`src/hw/rtl/pscr_pkg.sv`:
```
// Package for the PID stepper rate controller: widths, fixed constants,
// register indexes and register reset values.
// Depends on nothing; pid_stepper_rate_control imports it.
`timescale 1ns / 1ps

package pscr_pkg;

   // Fixed arithmetic constants of the controller.
   localparam int unsigned FREQ_CONSTANT  = 1000000;
   localparam int unsigned GAIN_FRAC_BITS = 16;

   // Field widths.
   localparam int unsigned FORCE_W  = 16;
   localparam int unsigned GAIN_W   = 24;
   localparam int unsigned SUM_W    = 32;
   localparam int unsigned SPEED_W  = 16;
   localparam int unsigned PERIOD_W = 16;
   localparam int unsigned DRIVE_W  = 32;
   localparam int unsigned LIMIT_W  = 15;
   localparam int unsigned CSR_IDX_W  = 3;
   localparam int unsigned CSR_DATA_W = 24;

   // Product accumulator: gain times the widest operand, plus a sign bit.
   localparam int unsigned ACC_W = GAIN_W + SUM_W + 1;
   // Quotient of the accumulator by 2^GAIN_FRAC_BITS.
   localparam int unsigned QUO_W = ACC_W - GAIN_FRAC_BITS;

   // Dividend width for the step period division, at least one bit wider
   // than the period so that saturation can be seen.
   localparam int unsigned FREQ_BITS = $clog2(longint'(FREQ_CONSTANT) + 1);
   localparam int unsigned DVD_W = (FREQ_BITS > PERIOD_W + 1) ? FREQ_BITS : PERIOD_W + 1;

   localparam int unsigned CNT_W = 6;

   // Register indexes.
   localparam logic [CSR_IDX_W-1:0] REG_SETPOINT    = 3'd0;
   localparam logic [CSR_IDX_W-1:0] REG_KP          = 3'd1;
   localparam logic [CSR_IDX_W-1:0] REG_KI          = 3'd2;
   localparam logic [CSR_IDX_W-1:0] REG_KD          = 3'd3;
   localparam logic [CSR_IDX_W-1:0] REG_SEP_LIMIT   = 3'd4;
   localparam logic [CSR_IDX_W-1:0] REG_SPEED_FLOOR = 3'd5;
   localparam logic [CSR_IDX_W-1:0] REG_SPEED_CEIL  = 3'd6;
   localparam logic [CSR_IDX_W-1:0] REG_PID_ENABLE  = 3'd7;

   // Register reset values.
   localparam logic [FORCE_W-1:0]  RST_SETPOINT    = 16'd400;
   localparam logic [GAIN_W-1:0]   RST_KP          = 24'd524288;
   localparam logic [GAIN_W-1:0]   RST_KI          = 24'd197;
   localparam logic [GAIN_W-1:0]   RST_KD          = 24'd327680;
   localparam logic [LIMIT_W-1:0]  RST_SEP_LIMIT   = 15'd150;
   localparam logic [SPEED_W-1:0]  RST_SPEED_FLOOR = 16'd16;
   localparam logic [SPEED_W-1:0]  RST_SPEED_CEIL  = 16'd2000;
   localparam logic [PERIOD_W-1:0] RST_PERIOD      = 16'd500;

endpackage

```
`src/hw/rtl/pid_stepper_rate_control.sv`:
```
// PID force-to-step-rate controller with integral separation, top level.
// Holds the registers, a bit-serial multiply-accumulate and a restoring
// divider. Depends on pscr_pkg.
`timescale 1ns / 1ps

// Usage
// Each force sample arrives as one word on the req_ channel (valid/ready) and
// produces exactly one result word on the rsp_ channel (valid/ready): the
// drive value, the motor direction, the step half-period and a flag that says
// whether the period was updated (pid_enable set).
// Registers are written through the csr_ port, one per cycle when csr_we is
// high; writes to them are expected only while no sample is in flight.
// Sequence: the accepting cycle forms the error and updates the integral, then
// comes a bit-serial multiply-accumulate (one bit of each of the three gains
// per cycle), a step that scales and saturates the drive and, when enabled,
// a clamp step and a restoring division of the frequency constant by the
// speed (one quotient bit per cycle). A last step loads the output register,
// waiting while a previous result is still held there unread, and returns
// the block to idle; only then does ready rise again, so a new sample is not
// taken before the previous one has been worked through.
// The output register parts the two sides: a new sample is taken while the
// previous result still waits, and a stalled receiver only holds the block
// back when the next result is ready to be loaded.
// Synchronous reset restores the configuration registers to their defaults,
// clears the integral and previous error, and sets the held period to 500.

module pid_stepper_rate_control
   import pscr_pkg::*;
(
   input  logic                  clock,
   input  logic                  reset,

   input  logic                  req_valid,
   output logic                  req_ready,
   input  logic [FORCE_W-1:0]    req_measured_force,

   output logic                  rsp_valid,
   input  logic                  rsp_ready,
   output logic                  rsp_drive_valid,
   output logic                  rsp_direction,
   output logic [PERIOD_W-1:0]   rsp_half_period,
   output logic [DRIVE_W-1:0]    rsp_drive_value,

   input  logic                  csr_we,
   input  logic [CSR_IDX_W-1:0]  csr_index,
   input  logic [CSR_DATA_W-1:0] csr_wdata
);

   typedef enum logic [2:0] {
      ST_IDLE,
      ST_MUL,
      ST_ROUND,
      ST_CLAMP,
      ST_DIV,
      ST_DONE
   } state_type;

   // Configuration registers.
   logic [FORCE_W-1:0]  setpoint_ff;
   logic [GAIN_W-1:0]   kp_ff, ki_ff, kd_ff;
   logic [LIMIT_W-1:0]  sep_limit_ff;
   logic [SPEED_W-1:0]  speed_floor_ff, speed_ceil_ff;
   logic                pid_enable_ff;

   // Controller state.
   state_type           state_ff, state_in;
   logic [FORCE_W-1:0]  prev_err_ff, prev_err_in;
   logic [SUM_W-1:0]    err_sum_ff, err_sum_in;
   logic [PERIOD_W-1:0] period_ff, period_in;

   // Datapath registers.
   logic [ACC_W-1:0]    acc_ff, acc_in;
   logic [ACC_W-1:0]    mc_p_ff, mc_p_in;
   logic [ACC_W-1:0]    mc_i_ff, mc_i_in;
   logic [ACC_W-1:0]    mc_d_ff, mc_d_in;
   logic [GAIN_W-1:0]   gp_ff, gp_in, gi_ff, gi_in, gd_ff, gd_in;
   logic [CNT_W-1:0]    cnt_ff, cnt_in;
   logic [DRIVE_W-1:0]  drive_ff, drive_in;
   logic                dir_ff, dir_in;
   logic                upd_ff, upd_in;
   logic [SPEED_W-1:0]  speed_ff, speed_in;
   logic [SPEED_W-1:0]  rem_ff, rem_in;
   logic [DVD_W-1:0]    dvd_ff, dvd_in;

   // Output register.
   logic                rsp_valid_ff, rsp_valid_in;
   logic                rsp_upd_ff, rsp_upd_in;
   logic                rsp_dir_ff, rsp_dir_in;
   logic [PERIOD_W-1:0] rsp_period_ff, rsp_period_in;
   logic [DRIVE_W-1:0]  rsp_drive_ff, rsp_drive_in;

   // Combinational temporaries.
   logic [FORCE_W-1:0]  err;
   logic [FORCE_W-1:0]  err_mag;
   logic                use_int;
   logic [SUM_W:0]      sum_wide;
   logic [SUM_W-1:0]    sum_sat;
   logic [FORCE_W:0]    diff;
   logic [QUO_W-1:0]    quo;
   logic                acc_neg;
   logic [DRIVE_W:0]    drive_mag;
   logic [SPEED_W-1:0]  speed_hi;
   logic [SPEED_W-1:0]  speed_lo;
   logic [SPEED_W:0]    rem_shift;
   logic [SPEED_W:0]    trial;
   logic                q_bit;

   assign req_ready       = (state_ff == ST_IDLE);
   assign rsp_valid       = rsp_valid_ff;
   assign rsp_drive_valid = rsp_upd_ff;
   assign rsp_direction   = rsp_dir_ff;
   assign rsp_half_period = rsp_period_ff;
   assign rsp_drive_value = rsp_drive_ff;

   always_comb begin
      state_in      = state_ff;
      prev_err_in   = prev_err_ff;
      err_sum_in    = err_sum_ff;
      period_in     = period_ff;
      acc_in        = acc_ff;
      mc_p_in       = mc_p_ff;
      mc_i_in       = mc_i_ff;
      mc_d_in       = mc_d_ff;
      gp_in         = gp_ff;
      gi_in         = gi_ff;
      gd_in         = gd_ff;
      cnt_in        = cnt_ff;
      drive_in      = drive_ff;
      dir_in        = dir_ff;
      upd_in        = upd_ff;
      speed_in      = speed_ff;
      rem_in        = rem_ff;
      dvd_in        = dvd_ff;
      rsp_valid_in  = rsp_valid_ff & ~rsp_ready;
      rsp_upd_in    = rsp_upd_ff;
      rsp_dir_in    = rsp_dir_ff;
      rsp_period_in = rsp_period_ff;
      rsp_drive_in  = rsp_drive_ff;

      // Error, wrapped to 16 bits, and the integral separation test. The most
      // negative error has a magnitude of 0x8000, above any 15-bit limit.
      err      = setpoint_ff - req_measured_force;
      err_mag  = err[FORCE_W-1] ? (FORCE_W'(0) - err) : err;
      use_int  = (err_mag <= {1'b0, sep_limit_ff});
      sum_wide = {err_sum_ff[SUM_W-1], err_sum_ff}
               + {{(SUM_W+1-FORCE_W){err[FORCE_W-1]}}, err};
      if (sum_wide[SUM_W] != sum_wide[SUM_W-1]) begin
         sum_sat = sum_wide[SUM_W] ? {1'b1, {(SUM_W-1){1'b0}}} : {1'b0, {(SUM_W-1){1'b1}}};
      end else begin
         sum_sat = sum_wide[SUM_W-1:0];
      end
      diff = {err[FORCE_W-1], err} - {prev_err_ff[FORCE_W-1], prev_err_ff};

      // Drive scaling with truncation toward zero.
      acc_neg = acc_ff[ACC_W-1];
      quo     = acc_ff[ACC_W-1:GAIN_FRAC_BITS]
              + QUO_W'(acc_neg & (|acc_ff[GAIN_FRAC_BITS-1:0]));

      drive_mag = drive_ff[DRIVE_W-1] ? ((DRIVE_W+1)'(0) - {1'b1, drive_ff})
                                      : {1'b0, drive_ff};
      speed_hi  = (drive_mag > {{(DRIVE_W+1-SPEED_W){1'b0}}, speed_ceil_ff})
                ? speed_ceil_ff : drive_mag[SPEED_W-1:0];
      speed_lo  = (speed_floor_ff == '0) ? SPEED_W'(1) : speed_floor_ff;

      rem_shift = {rem_ff, dvd_ff[DVD_W-1]};
      trial     = rem_shift - {1'b0, speed_ff};
      q_bit     = ~trial[SPEED_W];

      unique case (state_ff)
         ST_IDLE: begin
            if (req_valid) begin
               if (use_int) begin
                  err_sum_in = sum_sat;
               end
               prev_err_in = err;
               mc_p_in = {{(ACC_W-FORCE_W){err[FORCE_W-1]}}, err};
               mc_i_in = use_int ? {{(ACC_W-SUM_W){sum_sat[SUM_W-1]}}, sum_sat} : '0;
               mc_d_in = {{(ACC_W-FORCE_W-1){diff[FORCE_W]}}, diff};
               gp_in   = kp_ff;
               gi_in   = ki_ff;
               gd_in   = kd_ff;
               acc_in  = '0;
               cnt_in  = '0;
               state_in = ST_MUL;
            end
         end

         ST_MUL: begin
            // One bit of each gain per cycle, the three partial products summed.
            acc_in = acc_ff + (gp_ff[0] ? mc_p_ff : '0)
                            + (gi_ff[0] ? mc_i_ff : '0)
                            + (gd_ff[0] ? mc_d_ff : '0);
            mc_p_in = {mc_p_ff[ACC_W-2:0], 1'b0};
            mc_i_in = {mc_i_ff[ACC_W-2:0], 1'b0};
            mc_d_in = {mc_d_ff[ACC_W-2:0], 1'b0};
            gp_in   = {1'b0, gp_ff[GAIN_W-1:1]};
            gi_in   = {1'b0, gi_ff[GAIN_W-1:1]};
            gd_in   = {1'b0, gd_ff[GAIN_W-1:1]};
            cnt_in  = cnt_ff + CNT_W'(1);
            if (cnt_ff == CNT_W'(GAIN_W - 1)) begin
               state_in = ST_ROUND;
            end
         end

         ST_ROUND: begin
            dir_in = ~acc_neg;
            if (quo[QUO_W-1:DRIVE_W-1] != {(QUO_W-DRIVE_W+1){quo[QUO_W-1]}}) begin
               drive_in = quo[QUO_W-1] ? {1'b1, {(DRIVE_W-1){1'b0}}}
                                       : {1'b0, {(DRIVE_W-1){1'b1}}};
            end else begin
               drive_in = quo[DRIVE_W-1:0];
            end
            upd_in   = pid_enable_ff;
            state_in = pid_enable_ff ? ST_CLAMP : ST_DONE;
         end

         ST_CLAMP: begin
            // Max clamp first, min clamp last, so the minimum wins if crossed.
            speed_in = (speed_hi < speed_lo) ? speed_lo : speed_hi;
            rem_in   = '0;
            dvd_in   = DVD_W'(FREQ_CONSTANT);
            cnt_in   = '0;
            state_in = ST_DIV;
         end

         ST_DIV: begin
            // Restoring division; quotient bits shift in behind the dividend.
            rem_in = q_bit ? trial[SPEED_W-1:0] : rem_shift[SPEED_W-1:0];
            dvd_in = {dvd_ff[DVD_W-2:0], q_bit};
            cnt_in = cnt_ff + CNT_W'(1);
            if (cnt_ff == CNT_W'(DVD_W - 1)) begin
               state_in = ST_DONE;
            end
         end

         ST_DONE: begin
            if (!rsp_valid_ff || rsp_ready) begin
               if (upd_ff) begin
                  period_in = (|dvd_ff[DVD_W-1:PERIOD_W]) ? {PERIOD_W{1'b1}}
                                                          : dvd_ff[PERIOD_W-1:0];
               end
               rsp_valid_in  = 1'b1;
               rsp_upd_in    = upd_ff;
               rsp_dir_in    = dir_ff;
               rsp_drive_in  = drive_ff;
               rsp_period_in = period_in;
               state_in      = ST_IDLE;
            end
         end

         default: begin
            state_in = ST_IDLE;
         end
      endcase
   end

   always_ff @(posedge clock) begin
      if (reset) begin
         setpoint_ff    <= RST_SETPOINT;
         kp_ff          <= RST_KP;
         ki_ff          <= RST_KI;
         kd_ff          <= RST_KD;
         sep_limit_ff   <= RST_SEP_LIMIT;
         speed_floor_ff <= RST_SPEED_FLOOR;
         speed_ceil_ff  <= RST_SPEED_CEIL;
         pid_enable_ff  <= 1'b0;
      end else if (csr_we) begin
         unique case (csr_index)
            REG_SETPOINT:    setpoint_ff    <= csr_wdata[FORCE_W-1:0];
            REG_KP:          kp_ff          <= csr_wdata[GAIN_W-1:0];
            REG_KI:          ki_ff          <= csr_wdata[GAIN_W-1:0];
            REG_KD:          kd_ff          <= csr_wdata[GAIN_W-1:0];
            REG_SEP_LIMIT:   sep_limit_ff   <= csr_wdata[LIMIT_W-1:0];
            REG_SPEED_FLOOR: speed_floor_ff <= csr_wdata[SPEED_W-1:0];
            REG_SPEED_CEIL:  speed_ceil_ff  <= csr_wdata[SPEED_W-1:0];
            REG_PID_ENABLE:  pid_enable_ff  <= csr_wdata[0];
            default: begin
            end
         endcase
      end
   end

   always_ff @(posedge clock) begin
      if (reset) begin
         state_ff      <= ST_IDLE;
         prev_err_ff   <= '0;
         err_sum_ff    <= '0;
         period_ff     <= RST_PERIOD;
         rsp_valid_ff  <= 1'b0;
         rsp_upd_ff    <= 1'b0;
         rsp_dir_ff    <= 1'b0;
         rsp_period_ff <= '0;
         rsp_drive_ff  <= '0;
      end else begin
         state_ff      <= state_in;
         prev_err_ff   <= prev_err_in;
         err_sum_ff    <= err_sum_in;
         period_ff     <= period_in;
         rsp_valid_ff  <= rsp_valid_in;
         rsp_upd_ff    <= rsp_upd_in;
         rsp_dir_ff    <= rsp_dir_in;
         rsp_period_ff <= rsp_period_in;
         rsp_drive_ff  <= rsp_drive_in;
      end
   end

   // Payload registers carry no reset.
   always_ff @(posedge clock) begin
      acc_ff        <= acc_in;
      mc_p_ff       <= mc_p_in;
      mc_i_ff       <= mc_i_in;
      mc_d_ff       <= mc_d_in;
      gp_ff         <= gp_in;
      gi_ff         <= gi_in;
      gd_ff         <= gd_in;
      cnt_ff        <= cnt_in;
      drive_ff      <= drive_in;
      dir_ff        <= dir_in;
      upd_ff        <= upd_in;
      speed_ff      <= speed_in;
      rem_ff        <= rem_in;
      dvd_ff        <= dvd_in;
   end

endmodule

```
`config.mk`:
```
export PLATFORM = sky130hd
export DESIGN_NAME = pid_stepper_rate_control
export DESIGN_NICKNAME = d
export VERILOG_FILES = /design/src/hw/rtl/pscr_pkg.sv /design/src/hw/rtl/pid_stepper_rate_control.sv
export SDC_FILE = /design/constraint.sdc
export NUM_CORES = 2
export LEC_CHECK = 0
export ABC_AREA = 1
export ABC_CLOCK_PERIOD_IN_PS = 7900
export CAP_MARGIN = 20
export CELL_PAD_IN_SITES_DETAIL_PLACEMENT = 2
export CELL_PAD_IN_SITES_GLOBAL_PLACEMENT = 2
export CORE_MARGIN = 5
export CORE_UTILIZATION = 36
export DETAILED_ROUTE_END_ITERATION = 10
export DONT_BUFFER_PORTS = 1
export PLACE_DENSITY = 0.8
export SLEW_MARGIN = 10
export SYNTH_ARGS = -nofsm -noshare
export SYNTH_HDL_FRONTEND = slang
export SYNTH_SLANG_ARGS = --single-unit
export TNS_END_PERCENT = 50
```
`constraint.sdc`:
```
create_clock -name clock -period 7.9 [get_ports clock]
set_input_delay 0.79 -clock clock [delete_from_list [all_inputs] [get_ports clock]]
set_output_delay 0.79 -clock clock [all_outputs]
set_load 0.03 [all_outputs]
```
Word-level counts from Yosys, hierarchy flattened
Cells that the tools add are included.

word-level totals
  register bits after elaboration = 646
  output and inout bits = 52
  word-level logic and storage cells = 137

operators by class
  $add $sub $neg = 11
  $lt $le $gt $ge = 3
  equal/unequal tests = 20
  mux-type cells = 42
  bitwise operators = 5
  reduce and logical (&&, ||, !) cells = 25

operator list
  kind                   count
  $mux 57                8
  $pmux 57 s2            4
  $add 57x57->57         3
  $pmux 24 s2            3
  $mux 32                4
  $mux 16                7
  $mux 24                3
  $add 41x1->41          1
  $pmux 20 s2            1
  $add 32x16->33         1
  $gt 33x16->1           1
  $mux 33                1
  $sub 1x33->33 const A  1
  $pmux 16 s2            1
  $reduce_and 2->1       12
  $eq 3x3->1 const B     6
  $pmux 3 s6             1
  $pmux 6 s3             1
  $sub 16x16->17         1
  $sub 17x16->17         1
  $le 16x15->1           1
  $logic_not 16->1       1
  $lt 16x16->1           1
  $reduce_or 16->1       1
  23 further kinds       41

Depth between registers and ports, before layout
  word-level depth = 7
  mapped depth = 35
  depth with buffers taken out = 34

Least setup slack after synthesis
Ideal clock, no wire load.

  path kind = register to register
  start point = reg state_ff[0]
  end point = reg acc_ff[0], enable pin
  data arrival time = 7.935 ns
  setup slack = -0.710 ns
  cell stages (with the launch flop) = 9
  buffers on the path = 1
  cells stage by stage = dfxtp_1 > nor2_1 > inv_1 > nor2_1 > inv_1 > nor2_1 > inv_1 > clkbuf_1 > nand2_1

between the ends
  longest elaborated chain between the ends = 3

RTL lines
  item                                                              RTL line                         source
  start, declared                                                   pid_stepper_rate_control.sv:66   state_type state_ff, state_in;
  start signal, assigned                                            pid_stepper_rate_control.sv:295  state_ff <= state_in;
  $logic_not 3->1 *                                                 -
  named net req_ready                                               pid_stepper_rate_control.sv:34   output logic req_ready,
  $ne 2x2->1 (no source line) or $reduce_bool 2->1 (tied branches)  -
  $reduce_and 2->1 (no source line) *                               -
  end signal, assigned                                              pid_stepper_rate_control.sv:309  acc_ff <= acc_in;
  end, declared                                                     pid_stepper_rate_control.sv:72   logic [ACC_W-1:0] acc_ff, acc_in;

The timed path passes the listed nets; every way through them passes the cells marked *.
A chain may end at the register's enable or synchronous reset.

Worst setup path after layout
  start point = reg setpoint_ff[0]
  end point = reg err_sum_ff[10]

between the ends
  longest elaborated chain between the ends = 5

RTL lines
  item                               RTL line                         source
  start, declared                    pid_stepper_rate_control.sv:59   logic [FORCE_W-1:0] setpoint_ff;
  start signal, assigned             pid_stepper_rate_control.sv:269  REG_SETPOINT: setpoint_ff <= csr_wdata[FORCE_W-1:0];
  $sub 16x16->16 *                   pid_stepper_rate_control.sv:142  err = setpoint_ff - req_measured_force;
  named net err[6]                   pid_stepper_rate_control.sv:93   logic [FORCE_W-1:0] err;
  $sub 1x16->16                      pid_stepper_rate_control.sv:143  err_mag = err[FORCE_W-1] ? (FORCE_W'(0) - err) : err;
  $mux 16                            pid_stepper_rate_control.sv:143
  $le 16x15->1                       pid_stepper_rate_control.sv:144  use_int = (err_mag <= {1'b0, sep_limit_ff});
  $reduce_and 3->1 (no source line)  -
  end signal, assigned               pid_stepper_rate_control.sv:297  err_sum_ff <= err_sum_in;
  end, declared                      pid_stepper_rate_control.sv:68   logic [SUM_W-1:0] err_sum_ff, err_sum_in;

Marked as above.

==> results.md <==
Detailed routing:
- The number of antenna-violating nets in the routed design is 0.
- For this run, design rule violations remaining after detail routing come to 0.
- The detailed router put a total of 59.5 mm of wire on met1.
- The routed length per instance is 21.8 um.
- The met3 wire length is 4.18 mm.
- The first routing iteration left 1708 violations.
- Detailed routing inserted a total of 32.3k vias.
- The first detailed-routing pass took 5 iterations.
- After detailed routing, the number of vias per cell comes to 5.33.
- In the detailed route, the total length drawn on met2 is 65.4 mm.
- The top layer used by detailed routing is met4.
- Wires add up to 132 mm.

Floorplan:
- The floorplan step defined a core boundary enclosing 106000 um2.
- The vertical extent of the die is 336 um.
- The number of core rows is 119.
- The boundary pin count is 100.
- The die extent in x is 336 um.
- The initial core utilization is 36.3%.
- The area enclosed by the die boundary is 113000 um2.

Clock network:
- The root buffer cell chosen for the clock tree is sky130_fd_sc_hd__clkbuf_16.
- The clock reaches the later pin of the worst-skew pair after 670 ps.
- After clock tree synthesis, the flow added hold-fix buffers numbering 0.
- The deepest level of the CTS H-tree is 3.
- The number of cells upsized or downsized after cts is 0.
- The setup fix buffers added after clock tree synthesis is 0.
- TritonCTS built the clock tree.
- The number of clock buffers added by TritonCTS is 76.
- The clock slew seen by the registers of the worst setup and hold paths is 60 ps.
- The buffer depth of the longest clock path is 3.
- The clock sink count is 636.

Flow run:
- The max-cap violation count is 0.

Synth:
- The count of distinct cell types in the synthesized netlist is 62.
- In this run, synthesis inferred 392 flip-flops with an integrated enable.
- By count the netlist is led by sky130_fd_sc_hd__nand2_1 (1269), sky130_fd_sc_hd__inv_1 (555), sky130_fd_sc_hd__nor2_1 (418).
- The most used flip-flop cell after synthesis is sky130_fd_sc_hd__edfxtp_1.
- The share of Yosys cell area claimed by the top area cell type is 30.7%.
- The mean instance size in the synthesized netlist is 8.20 um2.
- The cell accounting for the most synthesized area is sky130_fd_sc_hd__edfxtp_1.
- After synthesis the netlist holds a flip-flop and latch count of 636.
- The number of nets in the synthesized netlist is 5026.
- Yosys attributes the largest share of cell area to sky130_fd_sc_hd__edfxtp_1 (31%), sky130_fd_sc_hd__dfxtp_1 (13%), sky130_fd_sc_hd__nand2_1 (12%), sky130_fd_sc_hd__ha_1 (6.1%), sky130_fd_sc_hd__fa_1 (6.1%).
- After synthesis, the share of flip-flops with an asynchronous set or reset is 0%.
- The number of warnings printed during yosys synthesis is 0.
- The count of mapped cells out of synthesis is 4676.
- Sequential cells were found to cover 43.4% of the synthesized design area.
- After synthesis the cells add up to 38400 um2.
- The cell with the most instances after synthesis is sky130_fd_sc_hd__nand2_1.

Cells and area:
- The ratio of cells with drive above 1 in the final layout is 4.99%.
- The fill cell instance count of the final layout is 11.8k.
- The final layout net count is 4951.
- The count of inserted antenna diode cells is 0.
- Compared with the post-synthesis result, the final layout area differs by 10.2%.
- The design area is 42300 um2.

Placement:
- The instance area at placement is 39600 um2.
- At the end of routability-driven placement, the weighted congestion stood at 0.852.
- The number of I/O port buffers is 0.
- Detailed placement finished with a half-perimeter wire length of 95.3 mm.

Power and ir drop:
- The clock network power share is 16.7%.
- In this run the power spent charging and discharging nets is 11.0 mW.
- Summed over all cells, the static leakage comes to 19.4 nW.
- VDD sags by at most 0.307 mV.
- The internal portion of the total power is 11.2 mW.
- For this design the ratio of total power to cell area is 523 nW/um2.
- The share of total power consumed by net switching is 49.5%.
- The combinational group share of total power is 55.7%.
- The share of total power dissipated in sequential elements is 27.6%.

Worst setup path:
- The arrival time reported for the critical path endpoint is 6410 ps.
- The kind of critical path is reg2reg.
- Counting both buffers and inverters, the worst setup path holds a total of 5.
- On the critical path, the stage with the largest delay is an instance of sky130_fd_sc_hd__inv_2.
- The worst-path maximum fanout is 34.
- STA classifies the critical path endpoint as a flip-flop.
- Among cell families on the critical path, the largest total delay comes from simple AND/OR/NAND/NOR gates.
- The biggest cell delay along the critical path is 520 ps.
- The category of the worst setup path launch point is a flip-flop.
- At the worst endpoint, the required time is 8480 ps.
- The most frequent cell on the critical path is sky130_fd_sc_hd__nand2_1.

Timing:
- For the pin with the worst max-slew slack, the measured transition is 1070 ps.
- The highest clock frequency the design can meet is 171 MHz.
- Setup total negative slack on the finished layout was measured at 0 ps.
- In this run the tightest slew margin relative to its limit is 28.3%.
- The final critical path time including I/O delays and setup is 5830 ps.
- The max-slew violation total from the final report is 0.
- The count of endpoints failing hold in the final timing report is 0.
- The worst clock skew on the final layout is 38.4 ps.
- Final hold analysis gives a worst-case slack of 210 ps.
- Setup violations remaining at the end of the flow were counted as 0.
- Setup repair after global routing left no endpoint under its margin.
- The post-route fraction of the period consumed by the critical path is 73.8%.

Global routing:
- The initial antenna violation count is 0.
- The number of global-route vias before repair is 35.2k.
- The global-route wire length before repair is 205 mm.
- The total routing usage reported by global routing is 22.7%.
- The overflow left after global routing is 0.
- Entering global routing, the biggest net connects 165 pins.

Hold path:
- The worst hold path belongs to the class in2reg.

Run status:
- The run finished with clean final reports.
## flip-flops by register name (all words and copies together), names as in the netlist, 20 cells and up
register and cells:
acc_ff 57, drive_ff 32, dvd_ff 20, err_sum_ff 32
gd_ff 24, gi_ff 24, gp_ff 24, kd_ff 24
ki_ff 24, kp_ff 24, mc_d_ff 57, mc_i_ff 57
mc_p_ff 57, rsp_drive_value 32
## routing by layer
metal	vias up	GRT usage, %
met4	0	5.21
met1	16486	29.7
met3	182	2.66
met5	-	0
met2	439	40.5
li1	15159	-
## final cells by class
| type | count | area, um2 | area share [%] |
|---|---|---|---|
| Clock inverter | 27 | 323 | 0.764 |
| Clock buffer | 115 | 2310 | 5.47 |
| Timing Repair Buffer | 30 | 283 | 0.669 |
| Multi-Input combinational cell | 3294 | 18800 | 44.5 |
| Tap cell | 1391 | 1740 | 4.12 |
| Sequential cell | 636 | 16700 | 39.4 |
| Inverter | 563 | 2120 | 5.01 |
## worst register-to-register path: cells and delay by family, from the launching register on
family / cells / cell delay [ps]
AO/OA/AOI/OAI: 4 / 890
XOR/XNOR: 2 / 460
adder cells (fa/ha/maj): 3 / 900
buffers and inverters: 5 / 1260
flip-flops: 1 / 300
AND/OR/NAND/NOR: 11 / 1940
## cells by family after synthesis
logic type | synth area share (%)
buffers and inverters | 7.72
and+or+nand+nor | 20.8
adders and majority gates | 12.1
AOI/OAI and AO/OA | 12.7
DFF | 43.4
xor gates and xnor gates | 3.19
## cells in the final DEF (no fill, tap or decap), types with 7 or more instances in the layout
master / instances
sky130_fd_sc_hd__xor2_1: 90
sky130_fd_sc_hd__a211oi_1: 15
sky130_fd_sc_hd__a21oi_1: 376
sky130_fd_sc_hd__edfxtp_1: 392
sky130_fd_sc_hd__o221ai_1: 7
sky130_fd_sc_hd__clkbuf_8: 18
sky130_fd_sc_hd__o21a_1: 24
sky130_fd_sc_hd__buf_4: 26
sky130_fd_sc_hd__nand3b_1: 9
sky130_fd_sc_hd__nor2_1: 417
sky130_fd_sc_hd__o21ai_1: 14
sky130_fd_sc_hd__fa_1: 116
sky130_fd_sc_hd__nand4_1: 24
sky130_fd_sc_hd__o21bai_1: 7
sky130_fd_sc_hd__ha_1: 186
sky130_fd_sc_hd__o211ai_1: 17
sky130_fd_sc_hd__nand2_2: 13
sky130_fd_sc_hd__a31oi_1: 26
sky130_fd_sc_hd__nand3_1: 120
sky130_fd_sc_hd__a21boi_0: 10
sky130_fd_sc_hd__o21ai_0: 340
sky130_fd_sc_hd__clkinv_2: 11
sky130_fd_sc_hd__clkbuf_16: 80
sky130_fd_sc_hd__inv_1: 553
sky130_fd_sc_hd__a22o_1: 30
sky130_fd_sc_hd__nor3_1: 40
sky130_fd_sc_hd__xnor2_1: 43
sky130_fd_sc_hd__clkbuf_1: 17
sky130_fd_sc_hd__or2_2: 12
sky130_fd_sc_hd__nor2_2: 16
sky130_fd_sc_hd__nand2_1: 1268
sky130_fd_sc_hd__dfxtp_1: 244
sky130_fd_sc_hd__nor4_1: 18
## per-stage QoR
| step | setup WS (ps) | power, mW | cells | utilization, % |
|---|---|---|---|---|
| after floorplan | 2150 | 14.4 | 4676 | - |
| after global placement | 1850 | 17.5 | 5912 | 37.5 |
| after detailed placement | 1700 | 18.3 | 5913 | 37.5 |
| after CTS | 2040 | 22.2 | 6055 | 40.0 |
| after global routing | 1520 | 23.9 | 6056 | 40.0 |
| final | 2070 | 22.1 | 6056 | 40.0 |
## worst paths after layout
| kind | to | slack (ps) | start | cells past startpoint |
|---|---|---|---|---|
| setup / recovery | err_sum_ff[10] | 2070 | setpoint_ff[0] | 25 |
| hold / removal | err_sum_ff[25] | 210 | reset | 1 |
| setup reg to reg | err_sum_ff[10] | 2070 | setpoint_ff[0] | 25 |
| hold reg to reg | err_sum_ff[2] | 470 | err_sum_ff[2] | 2 |
## power groups by stage
stage          sequential, mW  combinational, mW  clock, mW
2_1_floorplan            5.89               8.51          0
3_3_place_gp             6.09               11.4          0
3_5_place_dp             6.15               12.1          0
4_1_cts                  6.11               12.4       3.76
5_1_grt                  6.22               13.8       3.89
6_report                 6.10               12.3       3.69
No activity file was read; power rests on OpenSTA's default activity.
